## src/rtl/khs_pkg.sv

```systemverilog
// Package for the key hash slot shard router.
// Holds the word types, opcode codes and the CRC polynomial.
// No dependencies.
`timescale 1ns / 1ps

package khs_pkg;

   // Opcode codes of a request word.
   localparam logic OP_KEY_BYTE   = 1'b0;
   localparam logic OP_RANGE_FILL = 1'b1;

   // Fixed field widths.
   localparam int SLOT_FIELD_W = 14;
   localparam int SHARD_W      = 8;
   localparam int CRC_W        = 16;

   // CRC-16 polynomial, MSB first.
   localparam logic [CRC_W-1:0] CRC_POLY = 16'h1021;

   // One request word.
   typedef struct packed {
      logic                    opcode;
      logic [7:0]              key_byte;
      logic                    last_byte;
      logic [SLOT_FIELD_W-1:0] range_low;
      logic [SLOT_FIELD_W-1:0] range_high;
      logic [SHARD_W-1:0]      shard_id;
   } req_word_type;

   // One response word.
   typedef struct packed {
      logic [SLOT_FIELD_W-1:0] hash_slot;
      logic [SHARD_W-1:0]      shard_num;
   } rsp_word_type;

   // Range fill command from the front end to the fill sequencer.
   typedef struct packed {
      logic                    start;
      logic [SLOT_FIELD_W-1:0] range_low;
      logic [SLOT_FIELD_W-1:0] range_high;
      logic [SHARD_W-1:0]      shard_id;
   } fill_cmd_type;

endpackage

```

## src/rtl/khs_crc.sv

```systemverilog
// Running CRC-16 accumulator, folding one key byte per enabled cycle.
// Depends on khs_pkg for the polynomial and widths.
`timescale 1ns / 1ps

module khs_crc import khs_pkg::*; (
   input  logic             clock,
   input  logic             reset,
   input  logic             fold_en,
   input  logic             last_byte,
   input  logic [7:0]       key_byte,
   output logic [CRC_W-1:0] crc_next
);

   logic [CRC_W-1:0] crc_ff;
   logic [CRC_W-1:0] crc_in;

   // Eight shift-and-xor steps over the byte, MSB first.
   always_comb begin
      logic [CRC_W-1:0] c;
      c = crc_ff ^ {key_byte, 8'h00};
      for (int i = 0; i < 8; i++) begin
         if (c[CRC_W-1]) begin
            c = {c[CRC_W-2:0], 1'b0} ^ CRC_POLY;
         end else begin
            c = {c[CRC_W-2:0], 1'b0};
         end
      end
      crc_next = c;
   end

   // The accumulator restarts from zero after the last byte of a key.
   always_comb begin
      crc_in = crc_ff;
      if (fold_en) begin
         crc_in = last_byte ? '0 : crc_next;
      end
   end

   always_ff @(posedge clock) begin
      if (reset) begin
         crc_ff <= '0;
      end else begin
         crc_ff <= crc_in;
      end
   end

endmodule

```

## config.mk

```make
export PLATFORM = sky130hd
export DESIGN_NAME = khs_crc
export DESIGN_NICKNAME = d
export VERILOG_FILES = /design/src/rtl/khs_pkg.sv /design/src/rtl/khs_crc.sv
export SDC_FILE = /design/constraint.sdc
export NUM_CORES = 1
export LEC_CHECK = 0
export ABC_AREA = 1
export ABC_CLOCK_PERIOD_IN_PS = 2370
export BUFFER_PORTS_ARGS = -buffer_cell sky130_fd_sc_hd__buf_2
export CORE_MARGIN = 2
export CORE_UTILIZATION = 45
export CTS_CLUSTER_SIZE = 12
export DETAILED_ROUTE_END_ITERATION = 7
export PLACE_DENSITY = 0.7
export SLEW_MARGIN = 0
export SYNTH_ARGS = -nofsm -noshare
export SYNTH_HDL_FRONTEND = slang
export SYNTH_SLANG_ARGS = --single-unit
```

## constraint.sdc

```tcl
create_clock -name clock -period 2.37 [get_ports clock]
set_input_delay 0.1185 -clock clock [delete_from_list [all_inputs] [get_ports clock]]
set_output_delay 0.1185 -clock clock [all_outputs]
set_load 0.01 [all_outputs]
```

Word level (Yosys, flattened, before mapping)
Cells that the tools add are included.

Bitwise gates (word level): 9. Muxes and demuxes: 9.

Operator list (count): 13-bit 2-to-1 mux (8); 3-bit NOT (8); 16-bit 2-to-1 mux (1); 16-bit XOR (1).

Logic and storage cells: 19. Register bits: 16. Output and inout port bits: 16.

Logic depth before layout (Yosys ltp)
Gate-level depths: netlist of the first run.

Depth in word-level cells: 18. Gate-level depth with buffers: 9. Mapped depth without buffers: 9.

Worst setup path after synthesis of the first run
No wires, ideal clock.

Path kind: register -> output. Start point: register crc_ff[12]. End point: output crc_next[5]. Required time: 2251 ps. Path slack: 1305 ps. Buffers on the path: 0. Cell stages (with the launch flop): 8. Arrival time: 947 ps. Cells stage by stage: dfxtp_1 > inv_1 > nand2_2 > nand2_4 > nand2_4 > nand2_4 > nand2_2 > and2_1.

Word-level cells in the longest chain between the ends: 3.

Ends and longest elaborated chain: from (decl) (line khs_crc.sv:14) `logic [CRC_W-1:0] crc_ff;`; from (signal assigned) (line khs_crc.sv:43) `crc_ff <= crc_in;`; 16-bit XOR (line khs_crc.sv:20) `c = crc_ff ^ {key_byte, 8'h00};`; 13-bit 2-to-1 mux (2 in series) (line khs_crc.sv:22) `if (c[CRC_W-1]) begin`; to (decl) (line khs_crc.sv:11) `output logic [CRC_W-1:0] crc_next`.

Every way passes these cells.

Worst setup path after layout of the first run
Same ends and word-level chain as after synthesis.

==> key figures, run 1 <==
Outcome
  – Status: finished, final reports clean

Routing
  – Metal2 WL: 1008 um
  – Wire length on met1: 1191 um
  – First-pass DRT Iterations: 4
  – Vias per inst: 4.627
  – WL met3: 101 um
  – Antenna violation net count after detailed routing: 0
  – # DRC: 0
  – Post-Route WL: 2324 um
  – Initial DRC count: 31
  – Max layer used: met4
  – Wire per inst: 9.525 um
  – Total number of vias: 1129

Clock tree
  – # resized after CTS: 0
  – TritonCTS buffer count: 3
  – CTS tree: built
  – # hold bufs at CTS: 0
  – Root Driver: clkbuf_4
  – CTS H-Tree Depth: 1
  – Clk_lat worst skew: 290 ps
  – Reg clk slew, reported paths: 100 ps
  – Post-CTS Setup Repair Bufs: 0
  – Clock buffer depth: 2
  – Clock Sinks: 16

Synth
  – Post-Synthesis Cells: 187
  – Syn_nets: 199
  – Synth warn: 0
  – Synthesized area per cell: 6.463 um^2
  – Yosys cell types: 18
  – FF+latch count, synth: 16
  – Seq/Total Area, Yosys: 26.50%
  – Synthesized area: 1209 um^2

Final layout
  – Largest register by flop count: crc_ff
  – Final core utilization: 54.81%
  – Antenna cell count: 0
  – Net count, final: 227
  – Share of cells above drive strength 1: 33.18%
  – Regs by FF count: crc_ff (16)
  – Area Overhead vs Synth: 14.39%
  – Max reg flops: 16
  – Non-filler cells, final: 244

GRT
  – First-pass GRT wire length: 4071 um
  – GR Overflow Total: 0
  – Largest net degree at the start of global routing: 18
  – Vias in the first global route: 989
  – Initial antenna violation count: 0
  – Total Routing Usage GR: 15.75%

Worst setup path
  – Crit path DAT: 1440 ps
  – Slowest CP cell: dfxtp_1
  – Crit-path cells: inv_1 > nand2_2 > nand2_4 > nand2_2 > nand2_1 > nand2_1 > and2_1 > buf_2
  – CP max stage delay: 420 ps
  – RR Startpoint: crc_ff[12]$_SDFFE_PP0P_
  – Required @ worst endpoint: 2250 ps
  – Setup Crit Path Kind: reg2out
  – CP startpoint kind: flip-flop
  – Worst Setup SP: crc_ff[12]$_SDFFE_PP0P_
  – CP delay by family, top: simple AND/OR/NAND/NOR gates
  – WP buf/inv: 2
  – Endpoint class of the critical path: output pin
  – Crit Path Max Fanout: 5

Placed design
  – Buffers on Ports: 27
  – Placed Cells incl. Taps: 240
  – Final GP Congestion: 0.7882
  – Hpwl dp: 1814 um

Floorplanning
  – Die height: 55.83 um
  – Initial Util: 47.92%
  – Ports: 28
  – Row cnt: 18
  – Die area: 3116 um^2
  – DIE WIDTH: 55.83 um
  – CORE AREA: 2522 um^2

STA
  – Unrepaired setup endpoints after global routing: false
  – Worst slew margin: 73.70%
  – Fin Hold WS: 175.1 ps
  – Final min period: 1557 ps
  – Final TNS setup: 0 ps
  – FMAX: 642.2 MHz
  – Setup violators final: 0
  – Fin crit share: 65.71%
  – Slew @ Worst Pin: 393.6 ps
  – Max-slew violations: 0
  – Skew final: 2.734 ps
  – Fin. Hold Viols: 0

Worst hold path
  – Min-delay src: last_byte
  – HP Class: in2reg

Pwr
  – PwrDens: 530.8 nW/um^2
  – LEAKAGE: 0.6653 nW
  – Maximum VDD drop: 360.5 uV

Flow run
  – Max cap viols: 0
-- area by class of cell --
class | count | area (um^2)
Inverter | 23 | 86.33
Clock buffer | 4 | 36.28
Tap cell | 30 | 37.54
Timing Repair Buffer | 27 | 135.1
Multi-Input combinational cell | 144 | 767.0
Fill cell | 264 | 1140
Sequential cell | 16 | 320.3
-- Yosys cell counts (all sizes together) --
cell type	instances	share of area, %
dfxtp	16	27
inv	23	7.1
xor2	3	4.0
nand3b	1	0.62
nand3	12	5.8
a21oi	16	7.2
and2	7	3.6
nand2	104	41
buf	2	1.3
clkbuf	2	1.6
nor2	1	0.93
-- routing by layer --
| layer | vias up | track usage, % |
|---|---|---|
| met5 | - | 0 |
| met1 | 485 | 21.94 |
| li1 | 618 | - |
| met2 | 22 | 25.17 |
| met4 | 0 | 4.762 |
| met3 | 4 | 2.326 |
-- kinds of logic (layout without fill, tap and decap cells) --
logic type,after synthesis,in the layout,synth area share (%)
flops,16,16,26.50
xor+xnor,3,3,4.038
buf+inv,27,54,10.04
simple gates,125,125,52.17
compound gates,16,16,7.247
-- cell usage in the layout, fill, tap and decap left out --
| cell | n |
|---|---|
| a21oi_1 | 14 |
| a21oi_2 | 2 |
| and2_1 | 7 |
| buf_2 | 27 |
| clkbuf_4 | 3 |
| clkbuf_8 | 1 |
| dfxtp_1 | 16 |
| inv_1 | 18 |
| inv_2 | 5 |
| nand2_1 | 77 |
| nand2_2 | 19 |
| nand2_4 | 8 |
| nand3_1 | 10 |
| nand3_2 | 2 |
| nand3b_1 | 1 |
| nor2_4 | 1 |
| xor2_2 | 3 |
-- power breakdown --
group	internal [mW]	switching [mW]	leakage, nW	total (mW)
clock	0.0936	0.0939	0.0210	0.187
combinational	0.0971	0.153	0.514	0.250
sequential	0.283	0.0129	0.131	0.296
-- through the flow --
| stage | power [mW] | setup slack, ps | area, um^2 |
|---|---|---|---|
| 6_report | 0.7338 | 812.8 | 1383 |
| 5_1_grt | 0.7808 | 697.3 | 1383 |
| 4_1_cts | 0.7409 | 803.4 | 1383 |
| 3_5_place_dp | 0.5544 | 1140 | 1346 |
| 3_3_place_gp | 0.5539 | 1152 | 1346 |
| 2_1_floorplan | 0.4848 | 1305 | 1209 |
-- tightest hold or removal path: stages --
cell,delay (ps)
buf_2,100
nor2_4,90
nand2_2,80
a21oi_2,40
-- final timing paths --
| path | endpoint | slack (ps) | cells after the start |
|---|---|---|---|
| worst max-delay path | crc_next[5] | 810 | 8 |
| worst max register to register | crc_ff[12]$_SDFFE_PP0P_ | 1230 | 9 |
| worst min register to register | crc_ff[11]$_SDFFE_PP0P_ | 490 | 2 |
| worst min-delay path | crc_ff[12]$_SDFFE_PP0P_ | 180 | 4 |
No activity file was read; power rests on OpenSTA's default activity.
==> inputs of run 2 (changes only) <==
Settings changed: ABC_CLOCK_PERIOD_IN_PS 2370 to 1300, PLACE_DENSITY 0.7 to 0.72.
Clock period 2.37 ns to 1.3 ns, I/O delays scaled along.
==> run 2 against run 1 <==
Compared with the run above:
- first-iteration DRC count down 32%
- sequential power increased by 84%
- worst setup slack got worse by 950 ps
- critical endpoint is now crc_next[12]
- the flow now finishes with violations (setup timing)
- global-route usage rose by 3.1 points
- cell area is 39% higher
- non-clock buffer count grew 23
- worst hold slack got worse by 63 ps
- wire length increased by 46%
- combinational power rose to 3.2 times the previous value
- flip-flop and latch count is the same
- critical path depth up 1
==> key figures, run 2 (synthesis gave the netlist of run 1 again) <==
Outcome
  – Status: finished with violations
  – Failing checks: setup timing

Final layout
  – Most frequent cells in the layout: 38 x nand2_2, 38 x nand2_1, 28 x nand2_4
  – Net count, final: 250
  – Largest register by flop count: crc_ff
  – Reg area: 337.8 um^2
  – Share of cells above drive strength 1: 66.67%
  – Max reg flops: 16
  – Non-filler cells, final: 267
  – Antenna cell count: 0
  – Final core utilization: 75.99%
  – Area Overhead vs Synth: 58.59%
  – Area of the multi-input gates: 1007 um^2
  – FILL cells: 182
  – Regs by FF count: crc_ff (16)
  – Final instance area: 1917 um^2

Placed design
  – Placed Cells incl. Taps: 241
  – DP Area: 1354 um^2
  – Final GP Congestion: 0.7694
  – Hpwl dp: 1835 um
  – Buffers on Ports: 27

GRT
  – First-pass GRT wire length: 4795 um
  – Initial antenna violation count: 0
  – Vias in the first global route: 1132
  – Total Routing Usage GR: 18.88%
  – GR Overflow Total: 0
  – Largest net degree at the start of global routing: 17

Pwr
  – Maximum VDD drop: 745.5 uV
  – Comb power frac: 47.8%
  – Sw Ratio: 35.80%
  – Sequential fraction of design power: 32.5%
  – Clock power share: 19.7%
  – LEAKAGE: 0.8909 nW
  – Internal power: 1.080 mW
  – PwrDens: 877.6 nW/um^2
  – Sw Pwr: 0.6022 mW

Routing
  – Wire per inst: 12.73 um
  – Initial DRC count: 21
  – Total number of vias: 1344
  – Post-Route WL: 3398 um
  – First-pass DRT Iterations: 4
  – Antenna violation net count after detailed routing: 0
  – # DRC: 0
  – Vias per inst: 5.034

Clock tree
  – CTS tree: built
  – Reg clk slew, reported paths: 100 ps
  – Root Driver: clkbuf_4
  – CTS H-Tree Depth: 1
  – Clk_lat worst skew: 290 ps
  – Clock Sinks: 16
  – # hold bufs at CTS: 0
  – TritonCTS buffer count: 3
  – Clock buffer depth: 2

Worst setup path
  – CP max stage delay: 370 ps
  – CP startpoint kind: flip-flop
  – CP dominant cell by count: nand2_2
  – RR Startpoint: crc_ff[13]$_SDFFE_PP0P_
  – Setup Crit Path Kind: reg2out
  – Crit Path Max Fanout: 4
  – Crit-path cells: inv_2 > nand2_2 > nand2_4 > buf_4 > nand2_1 > nand2_1 > nand2_2 > nand2_2 > buf_6
  – Worst Reg-to-Reg Cells: 8
  – Slowest CP cell: dfxtp_2
  – Required @ worst endpoint: 1240 ps
  – Crit path DAT: 1380 ps
  – Worst Setup SP: crc_ff[15]$_SDFFE_PP0P_
  – Endpoint class of the critical path: output pin

STA
  – Slew @ Worst Pin: 414.1 ps
  – Final TNS setup: -1135 ps
  – Final WS setup: -141.3 ps
  – FMAX: 693.8 MHz
  – Fin Hold WS: 112.4 ps
  – Max-slew violations: 0
  – Fin. Hold Viols: 0
  – Setup violators final: 12
  – Unrepaired setup endpoints after global routing: true
  – Worst slew margin: 72.33%
  – Skew final: 9.538 ps
  – Fin crit share: 110.9%
  – Final min period: 1441 ps

Flow run
  – Max cap viols: 0

Floorplanning
  – Die height: 55.83 um
  – Die area: 3116 um^2
  – Initial Util: 47.92%
  – DIE WIDTH: 55.83 um
  – CORE AREA: 2522 um^2
  – Ports: 28
  – Row cnt: 18

Worst hold path
  – Hold Path Stages: 4
  – HP Class: in2reg
  – Min-delay src: fold_en
[run 2: cell count changes in the layout (fill, tap and decap cells not counted), sizes merged]
cell  before  now
buf       27   50
[run 2: cell type report]
class,count,area share [%]
Timing Repair Buffer,50,20.95
Multi-Input combinational cell,144,52.55
Inverter,23,5.026
Clock buffer,4,1.893
Tap cell,30,1.958
Sequential cell,16,17.62
[run 2: worst paths after layout]
check	slack (ps)	endpoint
worst min-delay path	110	crc_ff[10]$_SDFFE_PP0P_
worst max register to register	80	crc_ff[10]$_SDFFE_PP0P_
worst max-delay path	-140	crc_next[12]
worst min register to register	490	crc_ff[11]$_SDFFE_PP0P_
[run 2: timing repair]
action,CTS,global route
pin swaps,27,34
resized for setup,33,75
setup buffers,14,8
setup endpoints to repair,9,14
[run 2: critical path, delay by kind of cell, from the launching register on]
family	cells	cell delay [ps]
buffers and inverters	3	310
and+or+nand+nor	6	410
DFF	1	370
[run 2: metal layers]
layer | vias up | wire length, um | GRT usage, %
li1 | 669 | - | -
met1 | 634 | 1345 | 23.19
met2 | 39 | 1859 | 34.18
met3 | 2 | 185 | 4.884
met4 | 0 | 8 | 2.041
met5 | - | 0 | 0
[run 2: power groups by stage]
stage / Clock, mW / Combinational (mW) / Sequential [mW]
after global placement: 0 / 0.463 / 0.551
after floorplan: 0 / 0.337 / 0.547
after CTS: 0.338 / 0.587 / 0.543
final: 0.332 / 0.804 / 0.546
after global routing: 0.358 / 0.860 / 0.550
after detailed placement: 0 / 0.464 / 0.551
[run 2: stage by stage]
stage	setup slack [ps]	power, mW
4_1_cts	-105.7	1.468
5_1_grt	-218.5	1.768
2_1_floorplan	241.2	0.8838
3_3_place_gp	139.1	1.013
6_report	-141.3	1.682
3_5_place_dp	142.9	1.015
