--- src/rtl/khs_pkg.sv ---
// Package for the key hash slot shard router.
// Holds the word types, opcode codes and the CRC polynomial.
// No dependencies.
`timescale 1ns / 1ps

package khs_pkg;

   // Opcode codes of a request word.
   localparam logic OP_KEY_BYTE   = 1'b0;
   localparam logic OP_RANGE_FILL = 1'b1;

   // Fixed field widths.
   localparam int SLOT_FIELD_W = 14;
   localparam int SHARD_W      = 8;
   localparam int CRC_W        = 16;

   // CRC-16 polynomial, MSB first.
   localparam logic [CRC_W-1:0] CRC_POLY = 16'h1021;

   // One request word.
   typedef struct packed {
      logic                    opcode;
      logic [7:0]              key_byte;
      logic                    last_byte;
      logic [SLOT_FIELD_W-1:0] range_low;
      logic [SLOT_FIELD_W-1:0] range_high;
      logic [SHARD_W-1:0]      shard_id;
   } req_word_type;

   // One response word.
   typedef struct packed {
      logic [SLOT_FIELD_W-1:0] hash_slot;
      logic [SHARD_W-1:0]      shard_num;
   } rsp_word_type;

   // Range fill command from the front end to the fill sequencer.
   typedef struct packed {
      logic                    start;
      logic [SLOT_FIELD_W-1:0] range_low;
      logic [SLOT_FIELD_W-1:0] range_high;
      logic [SHARD_W-1:0]      shard_id;
   } fill_cmd_type;

endpackage

--- src/rtl/khs_fill.sv ---
// Fill sequencer: clears the map after reset and writes slot ranges,
// one entry per cycle. Depends on khs_pkg for the command type.
`timescale 1ns / 1ps

module khs_fill import khs_pkg::*; #(
   parameter int ADDR_W = 14
) (
   input  logic               clock,
   input  logic               reset,
   input  fill_cmd_type       cmd,
   output logic               busy,
   output logic               wr_en,
   output logic [ADDR_W-1:0]  wr_addr,
   output logic [SHARD_W-1:0] wr_data
);

   localparam int CMP_W = (ADDR_W > SLOT_FIELD_W) ? ADDR_W : SLOT_FIELD_W;
   localparam logic [CMP_W-1:0] TOP_SLOT = CMP_W'(2**ADDR_W - 1);

   logic               busy_ff,  busy_in;
   logic [ADDR_W-1:0]  addr_ff,  addr_in;
   logic [ADDR_W-1:0]  end_ff,   end_in;
   logic [SHARD_W-1:0] data_ff,  data_in;
   logic [CMP_W-1:0]   lo_ext;
   logic [CMP_W-1:0]   hi_ext;
   logic [CMP_W-1:0]   hi_clip;

   // Clip the range to the map; a range starting past its end is empty.
   assign lo_ext  = CMP_W'(cmd.range_low);
   assign hi_ext  = CMP_W'(cmd.range_high);
   assign hi_clip = (hi_ext > TOP_SLOT) ? TOP_SLOT : hi_ext;

   // Walk the address from the first to the last slot of the range.
   always_comb begin
      busy_in = busy_ff;
      addr_in = addr_ff;
      end_in  = end_ff;
      data_in = data_ff;
      if (busy_ff) begin
         if (addr_ff == end_ff) begin
            busy_in = 1'b0;
         end else begin
            addr_in = addr_ff + 1'b1;
         end
      end else if (cmd.start && (lo_ext <= hi_clip)) begin
         busy_in = 1'b1;
         addr_in = lo_ext[ADDR_W-1:0];
         end_in  = hi_clip[ADDR_W-1:0];
         data_in = cmd.shard_id;
      end
   end

   // Reset starts a pass that writes zero over the whole map.
   always_ff @(posedge clock) begin
      if (reset) begin
         busy_ff <= 1'b1;
         addr_ff <= '0;
         end_ff  <= '1;
         data_ff <= '0;
      end else begin
         busy_ff <= busy_in;
         addr_ff <= addr_in;
         end_ff  <= end_in;
         data_ff <= data_in;
      end
   end

   assign busy    = busy_ff;
   assign wr_en   = busy_ff;
   assign wr_addr = addr_ff;
   assign wr_data = data_ff;

endmodule

--- config.mk ---
export PLATFORM = sky130hd
export DESIGN_NAME = khs_fill
export DESIGN_NICKNAME = d
export VERILOG_FILES = /design/src/rtl/khs_pkg.sv /design/src/rtl/khs_fill.sv
export SDC_FILE = /design/constraint.sdc
export NUM_CORES = 1
export LEC_CHECK = 0
export ABC_CLOCK_PERIOD_IN_PS = 2300
export BUFFER_PORTS_ARGS = -buffer_cell sky130_fd_sc_hd__buf_2
export CAP_MARGIN = 10
export CORE_AREA = 2 2 91 93
export CTS_BUF_LIST = sky130_fd_sc_hd__clkbuf_8
export DETAILED_ROUTE_END_ITERATION = 10
export DIE_AREA = 0 0 93 95
export PLACE_DENSITY_LB_ADDON = 0.12
export SLEW_MARGIN = 20
export SYNTH_ARGS = -nofsm -noshare
export SYNTH_HDL_FRONTEND = slang
export SYNTH_SLANG_ARGS = --single-unit
--- constraint.sdc ---
create_clock -name clock -period 2.3 [get_ports clock]
set_clock_uncertainty 0.05 [all_clocks]
set_input_delay 0.115 -clock clock [delete_from_list [all_inputs] [get_ports clock]]
set_output_delay 0.115 -clock clock [all_outputs]
set_load 0.02 [all_outputs]
== Word level (Yosys, flattened, before mapping) ==
Index checks and enable logic that the tools add are counted.

* Bits in registers: 37
* Input port bits: 39
* Output and inout bits: 24

* $add $sub $neg: 1
* Magnitude comparators: 2
* Equal/unequal tests: 2
* Mux-type cells: 7
* Bitwise gates (word level): 1
* Reduce and logical (&&, ||, !) cells: 4

{| class="wikitable"
|+ Operators with widths
! kind !! number
|-
| 2-to-1 mux 14 bit || 4
|-
| adder 14 x 1 -> 14 bit (second input constant) || 1
|-
| == test 14 bit || 1
|-
| > comparator 14 bit (second input constant) || 1
|-
| less-or-equal comparator 14 bit || 1
|-
| AND reduction 2 bit || 2
|-
| 2-to-1 mux 1 bit || 3
|-
| inequality test 2 bit (second input constant) || 1
|-
| nonzero test 2 bit || 1
|-
| logical AND 1 bit || 1
|-
| inverter 1 bit || 1
|}

== Logic depth before layout (Yosys ltp) ==
Gate-level depths: netlist of run 1.

* Word-level depth: 6
* Depth in mapped cells: 10
* Depth with buffers taken out: 9

== Worst setup path before layout of run 1 ==
Ideal clock, no wire load.

* Path kind: register -> register
* Start point: register busy_ff (netlist: busy)
* End point: register data_ff[0] (netlist: wr_data[0])
* Arrival: 1.869 ns
* Data required time: 2.122 ns
* Slack: 0.254 ns
* Cell stages (with the launch flop): 9
* Buffers on the path: 3
* Period minus slack after synthesis: 2.046 ns
* Path through: dfxtp_1 buf_2 nand4b_1 nor4_1 a31oi_2 clkbuf_1 buf_2 mux2i_1 nor2_1

* Longest elaborated chain between the ends: 2

{| class="wikitable"
|+ Ends and longest elaborated chain
! what !! line !! text
|-
| start: declaration || khs_fill.sv:20 || <nowiki>logic busy_ff, busy_in;</nowiki>
|-
| start signal: assignment || khs_fill.sv:61 || <nowiki>busy_ff <= busy_in;</nowiki>
|-
| inverter 1 bit (no line) || -- ||
|-
| AND reduction 2 bit (no line) || -- ||
|-
| end signal: assignment || khs_fill.sv:64 || <nowiki>data_ff <= data_in;</nowiki>
|-
| end: declaration || khs_fill.sv:23 || <nowiki>logic [SHARD_W-1:0] data_ff, data_in;</nowiki>
|}

Every way passes these cells.
A chain may end at the register's enable or synchronous reset.

== Worst setup path in the final report of run 1 ==
* Start point: register addr_ff[13] (netlist: wr_addr[13])
* End point: register addr_ff[1] (netlist: wr_addr[1])

* Longest elaborated chain between the ends: 3

{| class="wikitable"
|+ Ends and longest elaborated chain
! what !! line !! text
|-
| start: declaration || khs_fill.sv:21 || <nowiki>logic [ADDR_W-1:0] addr_ff, addr_in;</nowiki>
|-
| start signal: assignment || khs_fill.sv:62 || <nowiki>addr_ff <= addr_in;</nowiki>
|-
| == test 14 bit || khs_fill.sv:40 || <nowiki>if (addr_ff == end_ff) begin</nowiki>
|-
| inequality test 2 bit (no line) || -- ||
|-
| AND reduction 2 bit (no line) || -- ||
|}

Every way passes these cells.

==> out/summary.txt, run 1 <==
Post-Syn Instances = 260
Hold Path Origin = cmd[3]
Initial cell density of the core = 0.2874
Die height = 95 µm
Core box area = 7928 µm²
Vias per std cell = 4.773
Most frequent cells after synthesis = dfxtp_1 (37), nor2_1 (33), mux2i_1 (22)
Largest net degree at the start of global routing = 38
CTS clk-pin slew, worst paths = 0.08 ns
Ys Warns = 0
Lkg Pwr = 1.457 nW
Most common cell in the synthesized netlist = dfxtp_1
Fmax = 477.1 MHz
Peak VDD IR = 0.0002612 V
Worst Max-Slew Pin Slew = 0.7210 ns
CP Max Fanout = 16
1st-iter DRT viols = 72
First-pass GRT wire length = 10450 µm
CP arrival = 2.26 ns
DRT Pass-1 Iters = 4
Kind of critical path = reg -> reg
Maxcap violations = 0
Die area = 8835 µm²
R2R depth = 7
Post-Syn Nets = 314
Detailed placement HPWL = 4866 µm
Register area share after synthesis = 0.3251
Syn Area/Cell = 8.763 µm²
Top cell type's share of synthesized area = 0.3251
Synth Flop Type = dfxtp_1
Setup crit end kind = flop
Post-synth EDFFs = 0
Antenna violations before repair = 0
Worst r2r dst = wr_addr[1]
Port-buffer cells = 62
Hold Path End = wr_data[3]
Layout cells sized above 1 = 0.3012
Final setup vio count = 0
PD cells = 479.8 nW/µm²
DIE WIDTH = 93 µm
Vias in the first global route = 2075
Top-Level Pins = 63
Post-route clock period utilization = 0.9113
Routed WL = 6303 µm
Root Driver = clkbuf_8
Final ANT Viol Nets = 0
Drt drc = 0
Vias = 2086
Status = complete, no violations
Final max-slew violation count = 0
Post-CTS Setup Inserts = 0
Routed wire per std cell = 14.42 µm
Total GRT Usage = 0.1520
Remaining global-route overflow = 0
Clock Latency Late Sink = 0.29 ns
Synthesis-stage register bit count = 37
Setup TNS = 0 ns
Dpl ws = 0.05727 ns
GPL Wtd Cong = 0.7518
Worst min path class = in -> reg
R2R Path Start = wr_addr[13]
CTS H-tree depth = 2
Fin crit period = 2.096 ns
Row Count = 33
CP startpoint kind = flop
# diodes = 0
TritonCTS clock tree = yes
Hold depth = 3
Max_slew headroom = 0.5183
Longest Clk Path Bufs = 2
Final Hold Fails = 0
Synth Cell Area = 2278 µm²
Area leader, netlist = dfxtp_1
R2r setup slk = 0.20 ns
Crit path setup slack, layout = 0.2041 ns
# fillers = 869
Area Overhead vs Synth = 28.06%
Synth cell types = 44
Synth async-reset ratio = 0
Unrepaired setup endpoints after global routing = false
Net total in the final layout = 385
# clock sinks = 37
Inserted Clock Buffers = 5
Worst Path Required = 2.47 ns
Top cells by area, synth = dfxtp_1 (33%), mux2i_1 (9.7%), ha_1 (8.2%)
[cell usage in the layout, fill, tap and decap left out, types with 2 or more instances in the layout]
cell / instances
buf_2: 62
dfxtp_1: 36
nor2_1: 33
mux2i_1: 22
inv_1: 21
buf_4: 16
ha_1: 15
a211o_1: 14
nand3_1: 11
xor2_1: 11
a21oi_1: 10
nand2_1: 10
nand4_1: 6
o21ai_1: 6
clkbuf_8: 6
mux2_2: 5
nand3b_1: 4
xnor2_1: 4
o22ai_1: 4
o21ai_0: 3
nor2b_1: 3
dlygate4sd3_1: 3
nand2b_1: 2
nand4b_1: 2
nor4_1: 2
[critical path, stage by stage (launching register included)]
cell and delay [ns]:
dfxtp_1 0.43, xor2_1 0.13, nor4_1 0.28, nand2_1 0.15, o41ai_4 0.36, nand2_4 0.25, buf_4 0.21, a211oi_2 0.16
[per-layer routing]
layer  GRT usage  part of all wire
met4     0.02941            0.0043
met3     0.03751             0.056
met5           0                 0
met1      0.1984              0.46
met2      0.2566              0.48
[metrics by stage]
step / total power, mW / instance area (µm²) / cells / hold slack (ns) / util
3_5_place_dp: 0.8111 / 2761 / 426 / 0.3024 / 0.3483
2_1_floorplan: 0.7414 / 2278 / 260 / 0.2089 / -
3_3_place_gp: 0.8101 / 2761 / 426 / 0.2949 / 0.3483
5_1_grt: 1.469 / 2918 / 437 / 0.02006 / 0.3681
6_report: 1.400 / 2918 / 437 / 0.006311 / 0.3681
4_1_cts: 1.422 / 2912 / 437 / 0.003792 / 0.3673
[cells by family (layout without fill, tap and decap cells)]
family	after synthesis	count (layout)	share of synthesized area
buffers and inverters	38	110	0.07304
DFF	37	37	0.3251
AOI/OAI and AO/OA	46	46	0.1538
and+or+nand+nor	81	81	0.1796
adders and majority gates	15	15	0.08237
xor gates and xnor gates	16	16	0.06480
muxes	27	27	0.1214
[flip-flops by register name (all words and copies together) (netlist names)]
name and count:
busy 1, end_ff 14, wr_addr 14, wr_data 8
[worst max-delay path by stage]
stage                            from    endpoint  slack [ns]  depth (start not counted)
after CTS                  wr_addr[0]  wr_addr[1]        0.12                          7
after floorplan                  busy  wr_data[0]        0.25                          8
final                     wr_addr[13]  wr_addr[1]        0.20                          7
after global routing        end_ff[7]  wr_addr[5]        0.05                          7
after global placement        cmd[34]  wr_addr[5]        0.07                          9
after detailed placement      cmd[34]  wr_addr[5]        0.06                          9
[repair_timing]
action                                  4_1_cts  5_1_grt
hold buffers                                  3        0
hold endpoints to repair                      3        0
resized for setup                             0        2
endpoints found under the setup margin        0        5
[layout make-up]
| class | instances | area, µm² | area share |
|---|---|---|---|
| flip-flops and latches | 37 | 742.0 | 0.2543 |
| clock buffers | 6 | 82.58 | 0.02830 |
| well taps | 105 | 131.4 | 0.04503 |
| inverters | 21 | 78.83 | 0.02702 |
| clock inverters | 2 | 37.54 | 0.01286 |
| repair buffers | 81 | 460.4 | 0.1578 |
| multi-input cells | 185 | 1385 | 0.4747 |
[power by group]
part | internal [mW] | switching [mW] | leakage (nW)
logic | 0.0643 | 0.0787 | 1.10
registers | 0.645 | 0.00913 | 0.299
clock network | 0.353 | 0.250 | 0.0574
Note: power is estimated with default switching activity, not from simulation.
==> run 2: changes to the inputs <==
Settings changed: CELL_PAD_IN_SITES_DETAIL_PLACEMENT set to 1, CELL_PAD_IN_SITES_GLOBAL_PLACEMENT set to 1, CORE_AREA 2 2 91 93 to 2 2 79 81, DIE_AREA 0 0 93 95 to 0 0 81 83.
==> run 2 against run 1 <==
  * Final cell count is 7.8% lower
  * Non-clock buffer count decreased by 4
  * First-iteration DRC count shrank 21%
  * Largest cell class unchanged
  * Largest power group unchanged
==> out/summary.txt, run 2 (synthesis results as in run 1) <==
Drt drc = 0 (unchanged)
Routed wire per std cell = 15.79 µm (+9.5%)
Flop pwr share = 0.521 (+0.054)
Vias in the first global route = 2084 (+0.43%)
Met3 Routed Length = 248 µm (-30%)
Register Area = 740.7 µm² (-0.17%)
Kind of critical path = reg -> reg
Worst min path class = in -> reg
Worst setup path start = wr_addr[13]
# fillers = 757 (-13%)
DRT Pass-1 Iters = 4 (unchanged)
Vias per std cell = 5.226 (+9.5%)
Antenna violations before repair = 0 (unchanged)
Worst r2r dst = wr_addr[5]
Row Count = 28 (-15%)
CTS clk-pin slew, worst paths = 0.08 ns (about the same)
Core box area = 5816 µm² (-27%)
Max_slew headroom = 0.5702 (+0.05189)
Setup crit end kind = flop
R2R depth = 8 (+1)
DIE WIDTH = 81 µm (-13%)
Post-cts sizing count = 0 (unchanged)
Final Hold Fails = 0 (unchanged)
Detailed placement HPWL = 4951 µm (+1.8%)
Crit path setup slack, layout = 0.1969 ns (-0.007199 ns)
Hold Path End = wr_data[1]
Post-route clock period utilization = 0.9144 (+0.003130)
PD cells = 442.4 nW/µm² (-7.8%)
Inserted Clock Buffers = 5 (unchanged)
Crit-path max cell delay = 0.44 ns (about the same)
Pint = 916.7 µW (-14%)
Placed cell area = 2721 µm² (-1.4%)
Routed WL = 6365 µm (+0.98%)
Die height = 83 µm (-13%)
Tot Pwr = 1.251 mW (-11%)
GPL Wtd Cong = 0.8297 (+10%)
Peak VDD IR = 0.0001923 V (-26%)
Port-buffer cells = 62 (unchanged)
R2r setup slk = 0.20 ns (about the same)
M1 WL = 3178 µm (+9.1%)
Status = complete, no violations
Commonest non-fill, non-tap cell in the layout = buf_2
Remaining global-route overflow = 0 (unchanged)
Metal2 WL = 2861 µm (-4.8%)
Critical-path top delay cell = dfxtp_1
Switching power = 334.3 µW (-1.2%)
1st-iter DRT viols = 57 (-21%)
R2R Path Start = wr_addr[13]
Top-Level Pins = 63 (unchanged)
Clock Latency Late Sink = 0.29 ns (about the same)
Unrepaired setup endpoints after global routing = false
Largest net degree at the start of global routing = 38 (unchanged)
Final max-slew violation count = 0 (unchanged)
# diodes = 0 (unchanged)
Worst Max-Slew Pin Slew = 0.6433 ns (-0.07767 ns)
Vias = 2106 (+0.96%)
Final ANT Viol Nets = 0 (unchanged)
Worst Path Required = 2.41 ns (-0.06 ns)
First-pass GRT wire length = 10400 µm (-0.46%)
Delay-heaviest family, CP = simple AND/OR/NAND/NOR gates
Initial cell density of the core = 0.3918 (+0.1044)
Multi-input gate area = 1380 µm² (-0.36%)
# clock sinks = 37 (unchanged)
Crit-path cells = xor2_1, nor4_1, nand2_1, o41ai_4, nand2_4, buf_12, mux2i_1, o22ai_1
Top layer in use = met4
Switching Share = 0.2673 (+0.02564)
Setup TNS = 0 ns (unchanged)
Hold depth = 3 (unchanged)
Dpl ws = 0.08217 ns (+0.02490 ns)
CP startpoint kind = flop
Clk pwr share = 0.362 (-0.069)
Final setup vio count = 0 (unchanged)
Post-Layout Inst Area = 2828 µm² (-3.1%)
Maxcap violations = 0 (unchanged)
Lkg Pwr = 1.439 nW (-1.3%)
Die area = 6723 µm² (-24%)
Layout cells sized above 1 = 0.2957 (-0.005473)
CP Max Fanout = 14 (-2)
Root Driver = clkbuf_8
Fmax = 475.5 MHz (-0.34%)
Fin util = 0.4862 (+0.1182)
Buf/Inv on CP = 1 (unchanged)
Total GRT Usage = 0.1969 (+0.04493)
Fin crit period = 2.103 ns (+0.007199 ns)
Net total in the final layout = 381 (-1.0%)
Hold Path Origin = cmd[1]
CTS H-tree depth = 2 (unchanged)
CP arrival = 2.22 ns (-0.04 ns)
Commonest cells after routing, fill and taps aside = buf_2 (62), dfxtp_1 (37), nor2_1 (33)
TritonCTS clock tree = yes
Longest Clk Path Bufs = 2 (unchanged)
Area Overhead vs Synth = 24.11%
Combinational fraction of design power = 0.117 (+0.015)
run 2: area by class of cell:
type | count | share of cell area
tap | 75 | 0.03319
timing repair buffer | 77 | 0.1584
inverter | 21 | 0.02788
sequential | 37 | 0.2619
clock inverter | 3 | 0.006195
clock buffer | 5 | 0.02434
multi-input combinational | 185 | 0.4881
run 2: how the worst max path moves through the flow:
stage,to,slack (ns),cells after the start
floorplan,wr_data[0],0.25,8
global route,wr_addr[8],0.03,8
detailed placement,wr_addr[0],0.08,9
global placement,wr_addr[10],0.14,9
finish,wr_addr[5],0.20,8
CTS,wr_addr[5],0.18,7
run 2: power groups by stage:
stage,Combinational [mW],Sequential (mW),Clock [mW]
floorplan,0.0699,0.672,0
global placement,0.143,0.667,0
detailed placement,0.146,0.667,0
CTS,0.147,0.652,0.466
global route,0.164,0.653,0.501
finish,0.146,0.652,0.453
run 2: tightest hold or removal path: cells and delay by family:
kind	cells	cell delay, ns
buf+inv	1	0.07
mux	1	0.05
simple gates	1	0.08
run 2: per-layer routing:
metal  GRT usage  vias up
li1            -     1041
met1      0.2808     1018
met5           0        -
met2      0.2975       41
met3     0.04239        6
met4     0.05393        0
run 2: per-stage QoR:
step / instances / hold WS [ns]
3_3_place_gp: 394 / 0.2945
2_1_floorplan: 260 / 0.2089
5_1_grt: 403 / 0.0004335
4_1_cts: 402 / 0.004255
6_report: 403 / 0.003800
3_5_place_dp: 394 / 0.3158
run 2: what timing repair did:
item	4_1_cts	5_1_grt
endpoints found under the setup margin	0	2
hold buffers	0	0
hold endpoints to repair	0	0
setup buffers	0	1
